File: config.mk
export PLATFORM = sky130hd
export DESIGN_NAME = fixed_partition_fit_allocator
export DESIGN_NICKNAME = d
export VERILOG_FILES = /design/src/rtl/fpfa_pkg.sv /design/src/rtl/fpfa_fifo.sv /design/src/rtl/fpfa_front.sv /design/src/rtl/fpfa_back.sv /design/src/rtl/fixed_partition_fit_allocator.sv
export SDC_FILE = /design/constraint.sdc
export NUM_CORES = 1
export LEC_CHECK = 0
export BUFFER_PORTS_ARGS = -buffer_cell sky130_fd_sc_hd__buf_2
export CAP_MARGIN = 20
export CORE_MARGIN = 1
export CORE_UTILIZATION = 25
export DETAILED_ROUTE_END_ITERATION = 6
export PLACE_DENSITY_LB_ADDON = 0.1
export SETUP_SLACK_MARGIN = 0.05
export SYNTH_ARGS = -nofsm -noshare
export SYNTH_HDL_FRONTEND = slang
export SYNTH_SLANG_ARGS = --single-unit
File: constraint.sdc
create_clock -name clk -period 8.7 [get_ports clk]
set_clock_uncertainty 0.15 [all_clocks]
set_input_delay 0.435 -clock clk [delete_from_list [all_inputs] [get_ports clk]]
set_output_delay 0.435 -clock clk [all_outputs]
set_load 0.1 [all_outputs]
File: src/rtl/fpfa_pkg.sv
// Shared types and codes for the fixed partition fit allocator.
package fpfa_pkg;

  // Operation codes on the input channel.
  localparam logic [1:0] OP_LOAD    = 2'd0;
  localparam logic [1:0] OP_ALLOC   = 2'd1;
  localparam logic [1:0] OP_RELEASE = 2'd2;

  // Placement policy codes held in the policy register.
  localparam logic [1:0] POL_BEST  = 2'd0;
  localparam logic [1:0] POL_FIRST = 2'd1;
  localparam logic [1:0] POL_WORST = 2'd2;

  // Configuration register indexes.
  localparam logic [0:0] CFG_POLICY = 1'b0;
  localparam logic [0:0] CFG_COUNT  = 1'b1;

  localparam int CFG_IDX_W  = 1;
  localparam int CFG_DATA_W = 5;
  localparam int IDX_W      = 4;
  localparam int SZ_W       = 16;
  localparam int TAG_W      = 8;

  // Reset values of the configuration registers.
  localparam logic [1:0] POLICY_RST = POL_BEST;
  localparam logic [4:0] COUNT_RST  = 5'd16;

  // Queue depths between the front, the back and the result port.
  localparam int CMD_Q_DEPTH = 2;
  localparam int RES_Q_DEPTH = 2;

  // Command class decided by the front end.
  typedef enum logic [1:0] {
    KIND_NOP,
    KIND_LOAD,
    KIND_ALLOC,
    KIND_RELEASE
  } kind_t;

  // Decoded command passed from the front end to the back end.
  typedef struct packed {
    kind_t             kind;
    logic [IDX_W-1:0]  idx;
    logic [SZ_W-1:0]   size;
    logic [TAG_W-1:0]  tag;
    logic              last;
  } cmd_t;

  // Result transaction.
  typedef struct packed {
    logic              found;
    logic [IDX_W-1:0]  idx;
    logic [SZ_W-1:0]   size;
    logic [SZ_W-1:0]   left;
    logic [TAG_W-1:0]  tag;
    logic              last;
  } res_t;

  // Configuration seen by the back end.
  typedef struct packed {
    logic [1:0] policy;
    logic [4:0] count;
  } cfg_t;

endpackage

File: src/rtl/fpfa_fifo.sv
// Small synchronous queue used between the allocator stages.
module fpfa_fifo #(
  parameter int WIDTH = 8,
  parameter int DEPTH = 2
) (
  input  logic             clk,
  input  logic             rst_n,
  input  logic             push,
  input  logic [WIDTH-1:0] wdata,
  output logic             full,
  input  logic             pop,
  output logic [WIDTH-1:0] rdata,
  output logic             empty
);

  localparam int PW = (DEPTH > 1) ? $clog2(DEPTH) : 1;
  localparam int CW = $clog2(DEPTH + 1);

  logic [WIDTH-1:0] mem_r [DEPTH];
  logic [PW-1:0]    wr_ptr_r;
  logic [PW-1:0]    rd_ptr_r;
  logic [CW-1:0]    cnt_r;
  logic             do_push;
  logic             do_pop;

  assign full    = (cnt_r == CW'(DEPTH));
  assign empty   = (cnt_r == '0);
  assign do_push = push && !full;
  assign do_pop  = pop && !empty;
  assign rdata   = mem_r[rd_ptr_r];

  // Storage for queued transactions.
  always_ff @(posedge clk) begin
    if (do_push) begin
      mem_r[wr_ptr_r] <= wdata;
    end
  end

  // Pointers and occupancy.
  always_ff @(posedge clk) begin
    if (!rst_n) begin
      wr_ptr_r <= '0;
      rd_ptr_r <= '0;
      cnt_r    <= '0;
    end else begin
      if (do_push) begin
        wr_ptr_r <= (wr_ptr_r == PW'(DEPTH - 1)) ? '0 : wr_ptr_r + 1'b1;
      end
      if (do_pop) begin
        rd_ptr_r <= (rd_ptr_r == PW'(DEPTH - 1)) ? '0 : rd_ptr_r + 1'b1;
      end
      unique case ({do_push, do_pop})
        2'b10:   cnt_r <= cnt_r + 1'b1;
        2'b01:   cnt_r <= cnt_r - 1'b1;
        default: cnt_r <= cnt_r;
      endcase
    end
  end

endmodule

File: src/rtl/fpfa_front.sv
// Front end: accepts input transactions, classifies them and queues commands.
module fpfa_front #(
  parameter int MAX_PARTITIONS = 16
) (
  input  logic                         clk,
  input  logic                         rst_n,
  input  logic                         in_push,
  input  logic [1:0]                   in_op,
  input  logic [fpfa_pkg::IDX_W-1:0]   in_partition_index,
  input  logic [fpfa_pkg::SZ_W-1:0]    in_partition_size,
  input  logic [fpfa_pkg::SZ_W-1:0]    in_request_size,
  input  logic [fpfa_pkg::TAG_W-1:0]   in_request_tag,
  input  logic                         in_last_request,
  output logic                         in_full,
  input  logic                         cmd_pop,
  output fpfa_pkg::cmd_t               cmd,
  output logic                         cmd_empty
);

  fpfa_pkg::cmd_t cls;

  // Classify the operation; loads outside the table and undefined ops do nothing.
  always_comb begin
    cls.idx  = in_partition_index;
    cls.tag  = in_request_tag;
    cls.last = in_last_request;
    cls.size = in_request_size;
    unique case (in_op)
      fpfa_pkg::OP_LOAD: begin
        cls.kind = (32'(in_partition_index) < 32'(MAX_PARTITIONS)) ?
                   fpfa_pkg::KIND_LOAD : fpfa_pkg::KIND_NOP;
        cls.size = in_partition_size;
      end
      fpfa_pkg::OP_ALLOC:   cls.kind = fpfa_pkg::KIND_ALLOC;
      fpfa_pkg::OP_RELEASE: cls.kind = fpfa_pkg::KIND_RELEASE;
      default:              cls.kind = fpfa_pkg::KIND_NOP;
    endcase
  end

  // Command queue toward the back end.
  fpfa_fifo #(
    .WIDTH ($bits(fpfa_pkg::cmd_t)),
    .DEPTH (fpfa_pkg::CMD_Q_DEPTH)
  ) u_cmd_q (
    .clk   (clk),
    .rst_n (rst_n),
    .push  (in_push),
    .wdata (cls),
    .full  (in_full),
    .pop   (cmd_pop),
    .rdata (cmd),
    .empty (cmd_empty)
  );

endmodule

File: src/rtl/fpfa_back.sv
// Back end: holds the partition table and free flags and executes commands.
module fpfa_back #(
  parameter int MAX_PARTITIONS = 16,
  parameter int SIZE_BITS      = 16
) (
  input  logic           clk,
  input  logic           rst_n,
  input  fpfa_pkg::cfg_t cfg,
  input  logic           cmd_empty,
  input  fpfa_pkg::cmd_t cmd,
  output logic           cmd_pop,
  input  logic           res_full,
  output logic           res_push,
  output fpfa_pkg::res_t res
);

  localparam int IW = (MAX_PARTITIONS > 1) ? $clog2(MAX_PARTITIONS) : 1;

  typedef enum logic [1:0] {
    ST_IDLE,
    ST_SCAN,
    ST_FINISH
  } state_t;

  state_t                    state_r, state_nxt;
  logic [IW-1:0]             rd_idx_r, rd_idx_nxt;
  logic [IW-1:0]             last_idx_r, last_idx_nxt;
  logic                      issue_done_r, issue_done_nxt;
  logic                      cmp_vld_r, cmp_vld_nxt;
  logic [IW-1:0]             cmp_idx_r, cmp_idx_nxt;
  logic                      have_r, have_nxt;
  logic [IW-1:0]             best_idx_r, best_idx_nxt;
  logic [SIZE_BITS-1:0]      best_size_r, best_size_nxt;
  logic [SIZE_BITS-1:0]      best_left_r, best_left_nxt;
  logic [SIZE_BITS-1:0]      req_r, req_nxt;
  logic [fpfa_pkg::TAG_W-1:0] tag_r, tag_nxt;
  logic                      last_r, last_nxt;
  logic [MAX_PARTITIONS-1:0] free_r, free_nxt;

  logic [SIZE_BITS-1:0]      size_mem [MAX_PARTITIONS];
  logic [SIZE_BITS-1:0]      mem_q;

  logic                      start;
  logic                      mem_we;
  logic [SIZE_BITS-1:0]      cmd_size;
  logic [31:0]               cnt_ext;
  logic                      has_parts;
  logic [IW-1:0]             last_idx_calc;
  logic                      fits;
  logic                      take;
  logic [SIZE_BITS-1:0]      left;

  assign start    = (state_r == ST_IDLE) && !cmd_empty && !res_full;
  assign cmd_pop  = start;
  assign cmd_size = SIZE_BITS'(cmd.size);
  assign mem_we   = start && (cmd.kind == fpfa_pkg::KIND_LOAD);

  // Number of entries that take part, saturated to the table depth.
  assign cnt_ext       = 32'(cfg.count);
  assign has_parts     = (cnt_ext != 32'd0);
  assign last_idx_calc = (cnt_ext >= 32'(MAX_PARTITIONS)) ? IW'(MAX_PARTITIONS - 1) :
                         IW'(cnt_ext - 32'd1);

  // Size table: written by loads, read one entry a cycle during a scan.
  always_ff @(posedge clk) begin
    if (mem_we) begin
      size_mem[IW'(cmd.idx)] <= cmd_size;
    end
    mem_q <= size_mem[rd_idx_r];
  end

  // Candidate evaluation for the entry whose size just came out of the table.
  assign fits = cmp_vld_r && free_r[cmp_idx_r] && (mem_q >= req_r);
  assign left = mem_q - req_r;

  always_comb begin
    unique case (cfg.policy)
      fpfa_pkg::POL_FIRST: take = !have_r;
      fpfa_pkg::POL_WORST: take = !have_r || (left > best_left_r);
      default:             take = !have_r || (left < best_left_r);
    endcase
  end

  // Result assembly and push toward the result queue.
  always_comb begin
    res      = '0;
    res_push = 1'b0;
    if (state_r == ST_FINISH) begin
      res_push  = 1'b1;
      res.found = have_r;
      res.tag   = tag_r;
      res.last  = last_r;
      if (have_r) begin
        res.idx  = fpfa_pkg::IDX_W'(best_idx_r);
        res.size = fpfa_pkg::SZ_W'(best_size_r);
        res.left = fpfa_pkg::SZ_W'(best_left_r);
      end
    end else if (start) begin
      res.tag  = cmd.tag;
      res.last = cmd.last;
      res_push = (cmd.kind != fpfa_pkg::KIND_ALLOC) || !has_parts;
    end
  end

  // Sequencer next state.
  always_comb begin
    state_nxt      = state_r;
    rd_idx_nxt     = rd_idx_r;
    last_idx_nxt   = last_idx_r;
    issue_done_nxt = issue_done_r;
    cmp_vld_nxt    = 1'b0;
    cmp_idx_nxt    = cmp_idx_r;
    have_nxt       = have_r;
    best_idx_nxt   = best_idx_r;
    best_size_nxt  = best_size_r;
    best_left_nxt  = best_left_r;
    req_nxt        = req_r;
    tag_nxt        = tag_r;
    last_nxt       = last_r;
    free_nxt       = free_r;
    unique case (state_r)
      ST_IDLE: begin
        if (start) begin
          if (cmd.kind == fpfa_pkg::KIND_RELEASE) begin
            free_nxt = '1;
          end
          if ((cmd.kind == fpfa_pkg::KIND_ALLOC) && has_parts) begin
            state_nxt      = ST_SCAN;
            rd_idx_nxt     = '0;
            last_idx_nxt   = last_idx_calc;
            issue_done_nxt = 1'b0;
            have_nxt       = 1'b0;
            req_nxt        = cmd_size;
            tag_nxt        = cmd.tag;
            last_nxt       = cmd.last;
          end
        end
      end
      ST_SCAN: begin
        // Issue one table read a cycle until the last entry is addressed.
        if (!issue_done_r) begin
          cmp_vld_nxt = 1'b1;
          cmp_idx_nxt = rd_idx_r;
          if (rd_idx_r == last_idx_r) begin
            issue_done_nxt = 1'b1;
          end else begin
            rd_idx_nxt = rd_idx_r + 1'b1;
          end
        end
        // Compare the entry read in the previous cycle.
        if (fits && take) begin
          have_nxt      = 1'b1;
          best_idx_nxt  = cmp_idx_r;
          best_size_nxt = mem_q;
          best_left_nxt = left;
        end
        if (cmp_vld_r && (cmp_idx_r == last_idx_r)) begin
          state_nxt = ST_FINISH;
        end
      end
      ST_FINISH: begin
        if (have_r) begin
          free_nxt[best_idx_r] = 1'b0;
        end
        state_nxt = ST_IDLE;
      end
      default: state_nxt = ST_IDLE;
    endcase
  end

  // State and registered values.
  always_ff @(posedge clk) begin
    if (!rst_n) begin
      state_r      <= ST_IDLE;
      issue_done_r <= 1'b1;
      cmp_vld_r    <= 1'b0;
      have_r       <= 1'b0;
      free_r       <= '1;
    end else begin
      state_r      <= state_nxt;
      issue_done_r <= issue_done_nxt;
      cmp_vld_r    <= cmp_vld_nxt;
      have_r       <= have_nxt;
      free_r       <= free_nxt;
    end
    rd_idx_r    <= rd_idx_nxt;
    last_idx_r  <= last_idx_nxt;
    cmp_idx_r   <= cmp_idx_nxt;
    best_idx_r  <= best_idx_nxt;
    best_size_r <= best_size_nxt;
    best_left_r <= best_left_nxt;
    req_r       <= req_nxt;
    tag_r       <= tag_nxt;
    last_r      <= last_nxt;
  end

endmodule

File: src/rtl/fixed_partition_fit_allocator.sv
// Load, release, undefined ops and an allocate with no entry in use need no scan; the back end
// pushes their result into the result queue in the cycle in which it takes the command.
// An allocate holds the back end from acceptance until its result is pushed: it scans the first
// n = min(partitions_in_use, MAX_PARTITIONS) entries of the size table, one entry per cycle.
// Throughput: one non-allocate per cycle while the result queue has room.
// Reset: all partitions free, policy best fit, 16 partitions in use; sizes are not cleared.
module fixed_partition_fit_allocator #(
  parameter int MAX_PARTITIONS = 16,
  parameter int SIZE_BITS      = 16
) (
  input  logic                              clk,
  input  logic                              rst_n,
  input  logic                              in_push,
  output logic                              in_full,
  input  logic [1:0]                        in_op,
  input  logic [fpfa_pkg::IDX_W-1:0]        in_partition_index,
  input  logic [fpfa_pkg::SZ_W-1:0]         in_partition_size,
  input  logic [fpfa_pkg::SZ_W-1:0]         in_request_size,
  input  logic [fpfa_pkg::TAG_W-1:0]        in_request_tag,
  input  logic                              in_last_request,
  output logic                              out_empty,
  input  logic                              out_pop,
  output logic                              out_found,
  output logic [fpfa_pkg::IDX_W-1:0]        out_chosen_index,
  output logic [fpfa_pkg::SZ_W-1:0]         out_chosen_size,
  output logic [fpfa_pkg::SZ_W-1:0]         out_leftover,
  output logic [fpfa_pkg::TAG_W-1:0]        out_tag_out,
  output logic                              out_end_of_batch,
  input  logic                              cfg_valid,
  output logic                              cfg_ready,
  input  logic [fpfa_pkg::CFG_IDX_W-1:0]    cfg_index,
  input  logic [fpfa_pkg::CFG_DATA_W-1:0]   cfg_data
);

  fpfa_pkg::cfg_t cfg_r;
  fpfa_pkg::cmd_t cmd;
  fpfa_pkg::res_t res_in;
  fpfa_pkg::res_t res_out;
  logic           cmd_empty;
  logic           cmd_pop;
  logic           res_full;
  logic           res_push;

  // Configuration registers; writes are always taken.
  assign cfg_ready = 1'b1;

  always_ff @(posedge clk) begin
    if (!rst_n) begin
      cfg_r.policy <= fpfa_pkg::POLICY_RST;
      cfg_r.count  <= fpfa_pkg::COUNT_RST;
    end else if (cfg_valid && cfg_ready) begin
      unique case (cfg_index)
        fpfa_pkg::CFG_POLICY: cfg_r.policy <= cfg_data[1:0];
        fpfa_pkg::CFG_COUNT:  cfg_r.count  <= cfg_data;
        default:              cfg_r        <= cfg_r;
      endcase
    end
  end

  // Front end with its command queue.
  fpfa_front #(
    .MAX_PARTITIONS (MAX_PARTITIONS)
  ) u_front (
    .clk                (clk),
    .rst_n              (rst_n),
    .in_push            (in_push),
    .in_op              (in_op),
    .in_partition_index (in_partition_index),
    .in_partition_size  (in_partition_size),
    .in_request_size    (in_request_size),
    .in_request_tag     (in_request_tag),
    .in_last_request    (in_last_request),
    .in_full            (in_full),
    .cmd_pop            (cmd_pop),
    .cmd                (cmd),
    .cmd_empty          (cmd_empty)
  );

  // Back end: table, free flags and scan sequencer.
  fpfa_back #(
    .MAX_PARTITIONS (MAX_PARTITIONS),
    .SIZE_BITS      (SIZE_BITS)
  ) u_back (
    .clk       (clk),
    .rst_n     (rst_n),
    .cfg       (cfg_r),
    .cmd_empty (cmd_empty),
    .cmd       (cmd),
    .cmd_pop   (cmd_pop),
    .res_full  (res_full),
    .res_push  (res_push),
    .res       (res_in)
  );

  // Result queue toward the output port.
  fpfa_fifo #(
    .WIDTH ($bits(fpfa_pkg::res_t)),
    .DEPTH (fpfa_pkg::RES_Q_DEPTH)
  ) u_res_q (
    .clk   (clk),
    .rst_n (rst_n),
    .push  (res_push),
    .wdata (res_in),
    .full  (res_full),
    .pop   (out_pop),
    .rdata (res_out),
    .empty (out_empty)
  );

  assign out_found        = res_out.found;
  assign out_chosen_index = res_out.idx;
  assign out_chosen_size  = res_out.size;
  assign out_leftover     = res_out.left;
  assign out_tag_out      = res_out.tag;
  assign out_end_of_batch = res_out.last;

endmodule

# Word level (Yosys, flattened, before mapping)
# Memories as Yosys holds them, arrays and structs flattened. A register that Yosys moved wholly into a read port is not among the register bits.
# Index checks and enable logic that the tools add are counted.
[word_totals]
ff_bits = 109
latch_bits = 0
mem_bits_rw = 410
mem_bits_ro = 0
input_bits = 58
out_inout_bits = 49
mem_count = 3
[op_classes]
n_addsub = 11
mul = 0
div = 0
n_lt_le_gt_ge = 7
n_eq_ne = 26
shift = 0
muxes = 50
n_bitwise = 4
reduce_logical = 42
[mem_list]
columns = ["memory", "words", "word_bits", "rd", "rd_ports_with_merged_regs", "wr", "line", "source"]
rows = [
  ["u_back.size_mem", 16, 16, 1, 1, 1, "fpfa_back.sv:40", "logic [SIZE_BITS-1:0] size_mem [MAX_PARTITIONS];"],
  ["u_res_q.mem_r", 2, 46, 1, 1, 1, "fpfa_fifo.sv:19", "logic [WIDTH-1:0] mem_r [DEPTH];"],
  ["u_front.u_cmd_q.mem_r", 2, 31, 1, 1, 1, "fpfa_fifo.sv:19", ""],
]
[ops]
columns = ["operator", "count"]
rows = [
  ["2-to-1 mux 16 bit", 4],
  ["2-to-1 mux 37 bit", 1],
  ["2-to-1 mux 36 bit", 1],
  ["case mux 16 bit (2 select lines)", 1],
  ["nonzero test 32 bit", 1],
  ["2-to-1 mux 1 bit", 24],
  ["== test 2 bit (second input constant)", 9],
  ["2-to-1 mux 9 bit", 2],
  ["AND 16 bit", 1],
  [">= comparator 16 bit", 1],
  ["greater-than comparator 16 bit", 1],
  ["< comparator 16 bit", 1],
  ["2-to-1 mux 4 bit", 4],
  ["NOT 16 bit", 1],
  ["subtractor 16 bit", 1],
  ["logical AND 1 bit", 13],
  ["== test 2 x 1 -> 1 bit (second input constant)", 6],
  ["case mux 2 bit (2 select lines)", 3],
  ["< comparator 4 x 5 -> 1 bit (second input constant)", 2],
  ["!= test 2 bit (second input constant)", 5],
  ["AND reduction 2 bit", 5],
  ["AND reduction 3 bit", 3],
  ["== test 4 bit", 2],
  ["logical NOT 2 bit", 4],
  ["20 further kinds", 44],
]

# Depth between registers and ports, before layout
# Gate-level depths: netlist (run 1).
[logic_depth]
depth_word = 9
mapped_depth = 17
depth_no_buf = 17

# Modules after synthesis
# Synthesis (run 1) repeated with hierarchy kept, for this count alone.
[hier_totals]
cells_unflattened = 1185
hier_area_um2 = 21545.7
[by_module_without_submodules]
columns = ["module", "instances", "cells_each", "area_each_um2", "seq_area_each_um2"]
rows = [
  ["fpfa_back", 1, 839, 14974.4, 10620.2],
  ["fpfa_fifo at u_res_q", 1, 169, 3542.1, 2862.7],
  ["fpfa_fifo at u_front.u_cmd_q", 1, 122, 2462.4, 1961.9],
  ["fpfa_front", 1, 23, 284.0, 0.0],
  ["fixed_partition_fit_allocator", 1, 32, 282.8, 140.1],
]

# Worst setup path after synthesis (run 1)
# Ideal clock, no wire load.
[synth_path]
path_kind = "reg2reg"
start = "register u_back.mem_q[0] (read register of u_back.size_mem)"
end = "register u_back.best_idx_r[0], enable pin"
setup_ns = 0.441
t_arrival_ns = 5.176
t_required_ns = 8.109
slack_ns = 2.932
stages_incl_launch_ff = 18
path_buffers = 0
synth_period_minus_slack_ns = 5.768
cell_sequence = "dfxtp_1 > inv_1 > ha_1 > inv_1 > fa_1 > a21o_1 > a21oi_1 > o211ai_1 > a31o_1 > a21oi_1 > xnor2_1 > ha_1 > a41oi_1 > o21ai_1 > a221o_1 > a221oi_1 > mux2i_1 > a21oi_1"
[synth_between]
elab_chain_cells = 6
[synth_rtl]
columns = ["item", "line", "source"]
rows = [
  ["start, declared", "fpfa_back.sv:41", "logic [SIZE_BITS-1:0] mem_q;"],
  ["subtractor 16 bit *", "fpfa_back.sv:74", "assign left = mem_q - req_r;"],
  ["named net u_back.left[10]", "fpfa_back.sv:51", "logic [SIZE_BITS-1:0] left;"],
  ["< comparator 16 bit / greater-than comparator 16 bit (equally long branches)", "fpfa_back.sv:80, fpfa_back.sv:79", ""],
  ["logical OR 1 bit (on tied branches)", "fpfa_back.sv:80, fpfa_back.sv:79", ""],
  ["case mux 1 bit (2 select lines) *", "fpfa_back.sv:77", "unique case (cfg.policy)"],
  ["logical AND 1 bit *", "fpfa_back.sv:151", "if (fits && take) begin"],
  ["AND reduction 2 bit (no line) *", "n/a", ""],
  ["end signal, assigned", "fpfa_back.sv:189", "best_idx_r <= best_idx_nxt;"],
  ["end, declared", "fpfa_back.sv:32", "logic [IW-1:0] best_idx_r, best_idx_nxt;"],
]
# Mark *: on every way through the listed nets, which the timed path passes. The rest lies on a longest branch.
# A chain may end at the register's enable or synchronous reset.

# Final worst setup path (run 1)
[layout_path]
start = "register u_back.mem_q[0] (read register of u_back.size_mem)"
end = "register u_back.best_size_r[6], enable pin"
[layout_between]
elab_chain_cells = 6
[layout_rtl]
columns = ["item", "line", "source"]
rows = [
  ["subtractor 16 bit *", "fpfa_back.sv:74", ""],
  ["named net u_back.left[10]", "fpfa_back.sv:51", ""],
  ["< comparator 16 bit / greater-than comparator 16 bit (equally long branches)", "fpfa_back.sv:80, fpfa_back.sv:79", ""],
  ["logical OR 1 bit (on tied branches)", "fpfa_back.sv:80, fpfa_back.sv:79", ""],
  ["case mux 1 bit (2 select lines) *", "fpfa_back.sv:77", ""],
  ["logical AND 1 bit *", "fpfa_back.sv:151", ""],
  ["AND reduction 2 bit (no line) *", "n/a", ""],
  ["end signal, assigned", "fpfa_back.sv:190", "best_size_r <= best_size_nxt;"],
  ["end, declared", "fpfa_back.sv:33", "logic [SIZE_BITS-1:0] best_size_r, best_size_nxt;"],
]
# Marks and branches as above.

==> results.md, run 1 <==
- Initial antenna violation count: 2
- Ys async rst share: 0
- RSZ-0062 raised after global routing: no
- Area post-placement: about 24000 sq um
- Total GRT Usage: 0.1195
- Crit start category: register
- Number of port buffers: 105
- Maxcap violations: 0
- Worst Tran Pin Value: 0.9532 ns
- Final GP Congestion: 0.7388
- Top delay family on crit path: compound AO/OA/AOI/OAI gates
- CP Launch Point: u_back.mem_q[0]
- Final setup vio count: 0
- Layout net count: 1502
- CTS H-tree depth: 3
- Outcome: complete, no violations
- Final wirelength: 50820 um
- Post-Layout Inst Area: 26130 sq um
- Max_slew headroom: 0.3645
- Crit Path Max Fanout: 29
- Max-slew violation count: 0
- Total gr overflow: 0
- Vias in the first global route: around 12k
- Critical Path AT: 5.18 ns
- Buffers & Inverters on Critical Path: 3
- Worst Hold Class: input pin to register
- Core box area: 85150 sq um
- Boundary pin count: 107
- Multi-input logic area: between 5000 and 6000 sq um
- Fillcell total: 8413
- CP peak stage delay: 0.45 ns
- Reported leakage power: 8.962 nW
- CTS root buf: clkbuf_16
- Initial DRC count: 632
- VDD IR max: ~0.27 mV
- Commonest non-fill, non-tap cell in the layout: edfxtp_1
- Initial Util: 0.2522
- DRT Pass-1 Iters: 4
- Clk slew on worst S/H paths: 0.06 ns
- Number of buffers created by CTS: between 60 and 70
- Yosys warns: 0
- Largest net degree at the start of global routing: 50
- Synthesized area: approximately 21000 sq um
- Total Power: 8.961 mW
- Minimum clock period: roughly 5 ns
- Register Area: 15590 sq um
- Die area: ~87000 sq um
- Area growth from synthesis to final layout: 21.67%
- # rows: between 100 and 150
- Hold path startpoint: cfg_index
- Period utilization: 0.5840
- Share of cells above drive strength 1: 0.2859
- CP endpoint kind: register
- Syn nets: 1297
- CTS sink count: 537
- Fmax: roughly 200 MHz
- PwrDens: 343.0 nW/um^2
- CTS tree: done
- Yosys cell types: between 60 and 70
- Worst-Skew Late Latency: approximately 0.59 ns
- Post-synth EDFFs: 483
- Vias: 10.89k
- Required @ worst endpoint: 8.80 ns
- Final ANT Viol Nets: 0
- CP cell instances: inv_1 > ha_1 > inv_1 > fa_1 > a21o_1 > a21oi_1 > o211ai_1 > a31o_1 > a21oi_1 > xnor2_1 > ha_1 > a41oi_1 > o21ai_1 > a221o_1 > a221oi_1 > mux2i_1 > a21oi_4 > buf_4
- Final Hold Vio Count: 0
- Final routed DRC violation total: 0
- First-pass GRT wire length: roughly 76000 um
- Crit-path slowest cell: fa_1
- Kind of critical path: register to register
- Die Span Y: 295.1 um
- Syn Area/Cell: 17.92 sq um
- Die X: 295.1 um
- Flops & latches, synth: 537
- Worst-case clock buffer depth: 3
- CTS resizes: 0
- Reg2reg start: u_back.mem_q[0]
- Via density: 4.187
- Part of the Yosys area used for sequential elements: 0.7258
- Synth Instances: 1198
- WL per Instance: 19.54 um
- Setup TNS: 0 ns
- Top_reg_cell synth: edfxtp_1
- Most frequent cells in the layout: edfxtp_1 (483), buf_2 (105), mux2_2 (87), mux4_2 (85), clkbuf_16 (67)
- HPWL after DPL: 30990 um
synth_stat cells, drive strengths merged, types with 2 or more instances:
cell type,count,share of area
a22o,9,0.0037
a21oi,22,0.0051
nor2,45,0.0079
nand3b,6,0.0021
a31oi,3,0.00087
inv,51,0.0089
and2,9,0.0026
edfxtp,483,0.68
clkbuf,32,0.0056
mux2,88,0.046
ha,40,0.023
and3,41,0.012
nand4,3,0.00087
a21boi,7,0.0024
o21bai,3,0.0016
o31a,3,0.0012
mux4,85,0.089
xor2,9,0.0037
mux2i,5,0.0023
o21ai,33,0.0077
o32a,2,0.00093
nand2,50,0.0087
or3b,2,0.00093
or3,2,0.00058
nor2b,11,0.0032
dfxtp,54,0.050
a21o,3,0.0010
o21a,5,0.0017
xnor2,21,0.0086
nor3,8,0.0019
nand3,12,0.0028
buf,15,0.0031
a41o,2,0.00093
nand2b,11,0.0032
power breakdown:
| part | internal [mW] | total [mW] | switching (mW) |
|---|---|---|---|
| Clock | 1.61 | 2.71 | 1.10 |
| Sequential | 3.29 | 3.39 | 0.0997 |
| Combinational | 0.837 | 2.87 | 2.03 |
| Total | 5.74 | 8.96 | 3.22 |
logic make-up (layout without fill, tap and decap cells):
logic type / Yosys count / count (layout) / share of synthesized area
flops: 537 / 537 / 0.7258
simple gates: 206 / 206 / 0.04900
buf+inv: 99 / 356 / 0.01783
other cells: 1 / 3 / 0.0001746
mux: 178 / 178 / 0.1376
xor+xnor: 30 / 30 / 0.01224
compound gates: 106 / 106 / 0.03310
fa+ha+maj: 41 / 41 / 0.02424
worst paths after layout:
kind / endpoint / slack [ns] / depth (start not counted)
worst max-delay path: u_back.best_size_r[6] / 3.62 / 18
worst min-delay path: cfg_r[2] / 0.04 / 3
worst max register to register: u_back.best_size_r[6] / 3.62 / 18
worst min register to register: u_back.best_size_r[15] / 0.29 / 0
worst register-to-register path, stage by stage (launching register included):
cell      delay (ns)
dfxtp_1         0.31
inv_1           0.05
ha_1            0.16
inv_1           0.06
fa_1            0.45
a21o_1          0.20
a21oi_1         0.34
o211ai_1        0.19
a31o_1          0.24
a21oi_1         0.17
xnor2_1         0.18
ha_1            0.30
a41oi_1         0.20
o21ai_1         0.10
a221o_1         0.37
a221oi_1        0.29
mux2i_1         0.17
a21oi_4         0.34
buf_4           0.43
state kept, by name, summed over array words and instances, names as in the netlist, 7 cells and up, named ones only:
register               count
u_back.size_mem          256
u_res_q.mem_r             92
u_front.u_cmd_q.mem_r     62
u_back.best_left_r        16
u_back.best_size_r        16
u_back.free_r             16
u_back.mem_q              16
u_back.req_r              16
u_back.tag_r               8
cfg_r                      7
layout make-up:
cell class,count,share of cell area
well taps,1144,0.05479
clock inverters,40,0.01504
multi-input cells,562,0.2122
clock buffers,80,0.06642
inverters,52,0.007471
flip-flops and latches,537,0.5966
repair buffers,184,0.04732
diodes,2,0.0001916
routing by layer:
layer | share of wire | wire (um) | GRT usage | vias up
met3 | 0.036 | 1835 | 0.02421 | 84
li1 | - | - | - | 5105
met2 | 0.48 | 24500 | 0.1983 | 191
met1 | 0.46 | 23230 | 0.1566 | 5511
met5 | 0 | 0 | 0 | -
met4 | 0.025 | 1248 | 0.03677 | 0
timing repair:
action                                 4_1_cts  5_1_grt
hold buffers                                47        0
buffers inserted                             0        0
endpoints found under the hold margin       61        0
through the flow:
stage / hold slack [ns] / util / instances / setup slack [ns]
finish: 0.04226 / 0.3068 / 2601 / 3.619
global route: 0.02284 / 0.3068 / 2599 / 3.273
CTS: 0.003386 / 0.3068 / 2599 / 3.528
detailed placement: 0.2878 / 0.2763 / 2432 / 3.537
global placement: 0.2736 / 0.2763 / 2432 / 3.546
floorplan: 0.2582 / - / 1198 / 2.932
Power figures use the tool's default switching activity.
==> run 2: changes to the inputs <==
--- a/config.mk
+++ b/config.mk
@@ -5,6 +5,7 @@
 export SDC_FILE = /design/constraint.sdc
 export NUM_CORES = 1
 export LEC_CHECK = 0
+export ABC_AREA = 1
 export BUFFER_PORTS_ARGS = -buffer_cell sky130_fd_sc_hd__buf_2
 export CAP_MARGIN = 20
 export CORE_MARGIN = 1
==> constraint.sdc (replaced) <==
create_clock -name clk -period 4.5 [get_ports clk]
set_clock_uncertainty 0.15 [all_clocks]
set_input_delay 0.225 -clock clk [delete_from_list [all_inputs] [get_ports clk]]
set_output_delay 0.225 -clock clk [all_outputs]
set_load 0.1 [all_outputs]
==> results.md, run 2 <==
- Worst R2R Path Depth: 23
- Final routed DRC violation total: 0
- Reg2reg start: u_back.mem_q[0]
- Via density: 4.311
- Most frequent cell after synthesis: edfxtp_1
- Top delay family on crit path: simple AND/OR/NAND/NOR gates
- Most frequent cells in the layout: edfxtp_1 (483), nand2_1 (252), nor2_1 (248), o21ai_0 (190), buf_2 (105)
- Final Hold Vio Count: 0
- Clk slew on worst S/H paths: roughly 0.06 ns
- Reg with most FFs: u_back.size_mem
- Yosys warns: 0
- CTS tree: done
- Final setup vio count: 0
- Crit Reg-Reg Endpoint: u_back.best_idx_r[1]
- Share of cells above drive strength 1: 0.1473
- Worst-case clock buffer depth: 3
- CTS H-tree depth: 2
- Kind of critical path: register to register
- Metal3 WL: 2048 um
- Area growth from synthesis to final layout: 20.64%
- HPWL after DPL: 37040 um
- Commonest non-fill, non-tap cell in the layout: edfxtp_1
- Initial Util: 0.2540
- Register Area: 15590 sq um
- CP peak stage delay: 0.46 ns
- Met1 Routed Length: 27900 um
- Crit path capture: u_back.best_idx_r[1]
- Largest net degree at the start of global routing: roughly 130
- First-pass GRT wire length: 88420 um
- WL per Instance: 18.74 um
- # rows: 107
- Syn Area/Cell: approximately 12 sq um
- CTS root buf: clkbuf_16
- Vias in the first global route: 13.53k
- Top_reg_cell synth: edfxtp_1
- Part of the Yosys area used for sequential elements: 0.7162
- Boundary pin count: roughly 110
- Number of port buffers: approximately 110
- Max_slew headroom: 0.3349
- DRT Pass-1 Iters: 4
- Final wirelength: 58860 um
- Synth Instances: 1755
- Reported leakage power: ~9.5 nW
- Util after Layout: 0.3064
- Max Used Layer: met4
- Fmax: 254.4 MHz
- CP endpoint kind: register
- Minimum clock period: roughly 3.9 ns
- Synth top area share: 0.6665
- Die Span Y: around 300 um
- Flops & latches, synth: 537
- Layout net count: around 2.0k
- Synth top area cells: edfxtp_1 (67%), dfxtp_1 (5.0%), o21ai_0 (4.4%), nand2_1 (4.3%), nor2_1 (4.3%)
- Total GRT Usage: 0.1323
- Maxcap violations: 0
- Worst-Skew Late Latency: 0.62 ns
- Top cell type by total area after synthesis: edfxtp_1
- Post-CTS setup buffers: 0
- Die area: 88230 sq um
- Total gr overflow: 0
- Yosys cell types: 41
- Crit start category: register
- Post-synth EDFFs: 483
- Final ANT Viol Nets: 0
- Crit-path slowest cell: fa_1
- Vias: between 10k and 15k
- PwrDens: 678.2 nW/um^2
- CP Launch Point: u_back.mem_q[0]
- Max-slew violation count: 0
- Worst Tran Pin Value: 0.9977 ns
- Number of cells on the critical path: 23
- Final GP Congestion: approximately 0.78
- Initial DRC count: around 660
- Core box area: 85680 sq um
- Period utilization: 0.8734
- Routed wl met2: 27880 um
- Critical Path AT: 4.08 ns
- Ys async rst share: 0
- Max reg flops: around 260
- Initial antenna violation count: 5
- Crit Path Max Fanout: 12
- Buffers & Inverters on Critical Path: 4
- Required @ worst endpoint: 4.65 ns
- Worst Hold Class: input pin to register
- Fillcell total: 8760
- Multi-input logic area: 5415 sq um
- Die X: 297.0 um
- VDD IR max: 0.5131 mV
- Syn nets: 1854
- Outcome: complete, no violations
- RSZ-0062 raised after global routing: no
- Largest regs: u_back.size_mem (256), u_res_q.mem_r (92), u_front.u_cmd_q.mem_r (62)
- Reg-to-reg setup timing slack: approximately 0.57 ns
- Number of buffers created by CTS: between 50 and 60
- Setup TNS: 0 ns
- CP most frequent cell: nand2_1
- CTS sink count: roughly 540
- Commonest cells post-synth: edfxtp_1 (483), nand2_1 (252), nor2_1 (252)
- Synthesized area: 21760 sq um
- CP cell instances: inv_1 > ha_1 > inv_1 > fa_1 > nand3_1 > nand2_1 > nand2_1 > nand3_1 > a21oi_1 > o21ai_0 > xor2_1 > ha_1 > nand2_1 > nor2_1 > nand2_1 > inv_1 > nand2_1 > nand3_1 > nand3_1 > nand2_1 > nand2_1 > nor2_4 > buf_4
==> run 2: changes by cell type after synthesis, moves of 12 or more <==
cell      delta
inv_1       +55
o22ai_1     +78
nor2_1     +207
nand3_1     +16
nand2_1    +202
buf_2       +12
clkbuf_1    +16
mux2_2      -41
a21oi_1     +29
mux4_2      -85
and3_1      -41
o21ai_0    +173
==> run 2: layer usage <==
metal,global-route usage,up-vias
met3,0.01870,73
met5,0,-
li1,-,6637
met4,0.03449,0
met2,0.2177,213
met1,0.1819,6617
==> run 2: logic make-up (layout without fill, tap and decap cells) <==
logic type | count (synthesis) | in the layout | share of synthesized area
buf+inv | 191 | 432 | 0.03588
simple gates | 561 | 561 | 0.1017
flops | 537 | 537 | 0.7162
other cells | 1 | 2 | 0.0001723
xor+xnor | 21 | 21 | 0.008452
mux | 46 | 46 | 0.02380
compound gates | 357 | 357 | 0.08993
fa+ha+maj | 41 | 41 | 0.02392
==> run 2: tightest hold or removal path, cell delays in order <==
cell     delay [ns]
buf_2          0.09
nand2_1        0.15
o21ai_0        0.23
a21oi_1        0.05
==> run 2: worst min-delay path by stage <==
stage	slack (ns)	startpoint	cells past startpoint	to
after CTS	0.02	cfg_index	4	cfg_r[2]
after global placement	0.26	in_request_tag[1]	1	u_front.u_cmd_q.mem_r[1][2]
after detailed placement	0.27	in_request_tag[6]	1	u_front.u_cmd_q.mem_r[0][7]
after floorplan	0.17	in_last_request	0	u_front.u_cmd_q.mem_r[0][0]
after global routing	0.06	cfg_index	4	cfg_r[2]
final	0.04	cfg_index	4	cfg_r[2]
==> run 2: area by class of cell <==
class                   count  area share
clock inverters            38     0.01301
flip-flops and latches    537      0.5937
multi-input cells        1027      0.2063
diodes                      1  0.00009532
inverters                 112     0.01606
well taps                1144     0.05452
repair buffers            210     0.05786
clock buffers              72     0.05848
==> run 2: power by group <==
group / switching, mW / total, mW / internal (mW)
logic: 4.78 / 6.24 / 1.46
registers: 0.244 / 6.83 / 6.58
clock network: 1.98 / 4.73 / 2.76
total: 7.00 / 17.8 / 10.8
==> run 2: stage by stage <==
stage                     hold slack, ns  std cells  area [sq um]  power (mW)  worst slack (ns)
after floorplan                   0.1739       1755         21760       11.48            0.3214
after global placement            0.2621       2963         23700       13.25            0.5674
after detailed placement          0.2718       2963         23700       13.26            0.5219
after CTS                        0.02178       3140         26250       18.13            0.5088
after global routing             0.05831       3140         26250       18.86            0.1404
final                            0.03835       3141         26250       17.80            0.5697
==> run 2: what timing repair did <==
item / in CTS / in global routing
hold endpoints to repair: 85 / 0
hold buffers: 67 / 0
resized for setup: 0 / 0
==> run 3: changes to the inputs <==
--- a/config.mk
+++ b/config.mk
@@ -5,7 +5,6 @@
 export SDC_FILE = /design/constraint.sdc
 export NUM_CORES = 1
 export LEC_CHECK = 0
-export ABC_AREA = 1
 export BUFFER_PORTS_ARGS = -buffer_cell sky130_fd_sc_hd__buf_2
 export CAP_MARGIN = 20
 export CORE_MARGIN = 1
==> results.md, run 3 (same netlist as run 1, synthesis figures left out) <==
- Outcome: complete, no violations
- Crit Path Max Fanout: 6
- Max-slew violation count: 0
- Clock power frac: 0.281
- Final ANT Viol Nets: 0
- Max_slew headroom: 0.3502
- Comb pwr share: 0.333
- Metal3 WL: ~2000 um
- # rows: 107
- Max reg flops: 256
- Final setup vio count: 0
- DRT Pass-1 Iters: 4
- Worst Tran Pin Value: 0.9748 ns
- Vias: between 10k and 15k
- Worst Hold Class: input pin to register
- Hold path startpoint: in_request_tag[7]
- Sequential power share: 0.387
- Number of port buffers: 105
- Most frequent cells in the layout: edfxtp_1 (483), buf_2 (105), mux2_2 (87), mux4_2 (85), dlygate4sd3_1 (70)
- Initial DRC count: 606
- Met1 Routed Length: 22620 um
- CP Launch Point: u_back.req_r[1]
- Final routed DRC violation total: 0
- Via density: ~4.2
- Max Used Layer: met4
- Total GRT Usage: 0.1183
- Setup TNS: 0 ns
- Area growth from synthesis to final layout: 23.07%
- Worst-case clock buffer depth: 3
- CTS tree: done
- CP peak stage delay: 0.38 ns
- CP cell instances: inv_2 > ha_1 > nor2b_1 > o31a_1 > o31a_1 > a211oi_2 > nor2_1 > xor2_1 > ha_1 > a41oi_2 > o21ai_1 > a221o_1 > a221oi_2 > mux2i_1 > a21oi_4 > clkbuf_16
- First-pass GRT wire length: 76290 um
- Initial antenna violation count: 0
- Crit-path slowest cell: edfxtp_1
- Worst-Skew Late Latency: slightly above 0.6 ns
- Final GP Congestion: 0.7047
- Final Hold Vio Count: 0
- Worst hold path depth: 2
- Reported leakage power: just over 9 nW
- Routed wl met2: 24830 um
- Minimum clock period: ~4.3 ns
- VDD IR max: 0.4191 mV
- Kind of critical path: register to register
- Worst R2R Path Depth: 16
- Period utilization: 0.9583
- Core box area: about 85000 sq um
- Vias in the first global route: about 12k
- Required @ worst endpoint: 4.68 ns
- Layout net count: 1532
- Largest regs: u_back.size_mem (256), u_res_q.mem_r (92), u_front.u_cmd_q.mem_r (62)
- CTS sink count: 537
- Fmax: 231.9 MHz
- Reg-to-reg setup timing slack: around 0.19 ns
- Int Pwr: 10.98 mW
- Crit start category: register
- Psw: 6.164 mW
- Maxcap violations: 0
- Number of buffers created by CTS: 61
- RSZ-0062 raised after global routing: no
- CP endpoint kind: register
- HPWL after DPL: 32350 um
- Largest net degree at the start of global routing: 48
- Final wirelength: 50640 um
- CTS root buf: clkbuf_16
- Crit Reg-Reg Endpoint: u_back.best_left_r[4]
- Reg2reg start: u_back.req_r[1]
- WHS Endpoint: u_front.u_cmd_q.mem_r[1][8]
- Share of cells above drive strength 1: 0.2854
- Net Sw Frac: 0.3595
- Commonest non-fill, non-tap cell in the layout: edfxtp_1
- Initial Util: 0.2522
- Die X: 295.1 um
- Boundary pin count: 107
- # placed instances: 2438
- CTS H-tree depth: 2
- Non-filler instance count after layout: around 2.6k
- Reg with most FFs: u_back.size_mem
- Die area: 87070 sq um
- WL per Instance: 19.25 um
- Clk slew on worst S/H paths: about 0.060 ns
- Total Power: 17.15 mW
- PwrDens: 648.9 nW/um^2
- Total gr overflow: 0
- Critical Path AT: 4.49 ns
- Die Span Y: 295.1 um
[run 3: cell types whose count changed in the layout (fill, tap and decap cells not counted), sizes merged, moves of 16 or more]
cell	change
a21oi	-29
nand3	-17
nor2	-209
mux4	+85
nand2	-202
o21ai	-173
mux2	+42
inv	-62
o22ai	-78
clkbuf	+16
and3	+41
[run 3: cell type report]
class	count	area, sq um
clock buffers	87	1664
diodes	5	12.51
flip-flops and latches	537	15590
clock inverters	25	274.0
well taps	1144	1431
repair buffers	219	1665
multi-input cells	562	5597
inverters	52	195.2
fillers	8440	58720
[run 3: worst max path at each step]
stage	endpoint	slack, ns	depth (start not counted)
finish	u_back.best_left_r[4]	0.19	16
global route	u_back.best_left_r[0]	0.01	16
CTS	u_back.best_size_r[7]	0.10	18
detailed placement	u_back.best_idx_r[2]	0.12	18
global placement	u_back.best_idx_r[2]	0.15	18
floorplan	u_back.best_idx_r[0]	0.08	17
[run 3: through the flow]
step / hold WS (ns) / utilization / setup WS [ns] / cell area, sq um
floorplan: 0.1739 / - / 0.08118 / 21500
global placement: 0.2637 / 0.2780 / 0.1533 / 23670
detailed placement: 0.2668 / 0.2780 / 0.1209 / 23670
CTS: 0.1328 / 0.3090 / 0.1037 / 26310
global route: 0.1631 / 0.3102 / 0.01094 / 26410
finish: 0.1806 / 0.3104 / 0.1877 / 26430
[run 3: layer usage]
metal  GRT usage  up-vias
met5           0        -
met4     0.03589        0
met3     0.01977       77
met2      0.2037      200
met1      0.1519     5577
li1            -     5183
[run 3: worst max-delay path: cells and delay by family (launching register included)]
family          cells  cell delay, ns
compound gates      8            2.03
simple gates        2            0.23
fa+ha+maj           2            0.54
flops               1            0.38
xor+xnor            1            0.23
mux                 1            0.15
buf+inv             2            0.31
[run 3: power by group through the flow]
stage               sequential, mW  combinational [mW]  clock, mW
finish                        6.63                5.71       4.81
global route                  6.70                6.17       5.19
CTS                           6.65                5.72       5.01
detailed placement            6.75                5.64          0
global placement              6.73                5.63          0
floorplan                     6.59                4.36          0
[run 3: repair_timing]
item | in CTS | in global routing
endpoints found under the hold margin | 84 | 0
buffers inserted | 0 | 4
gates resized for setup | 0 | 8
hold buffers | 70 | 0
setup endpoints to repair | 0 | 36
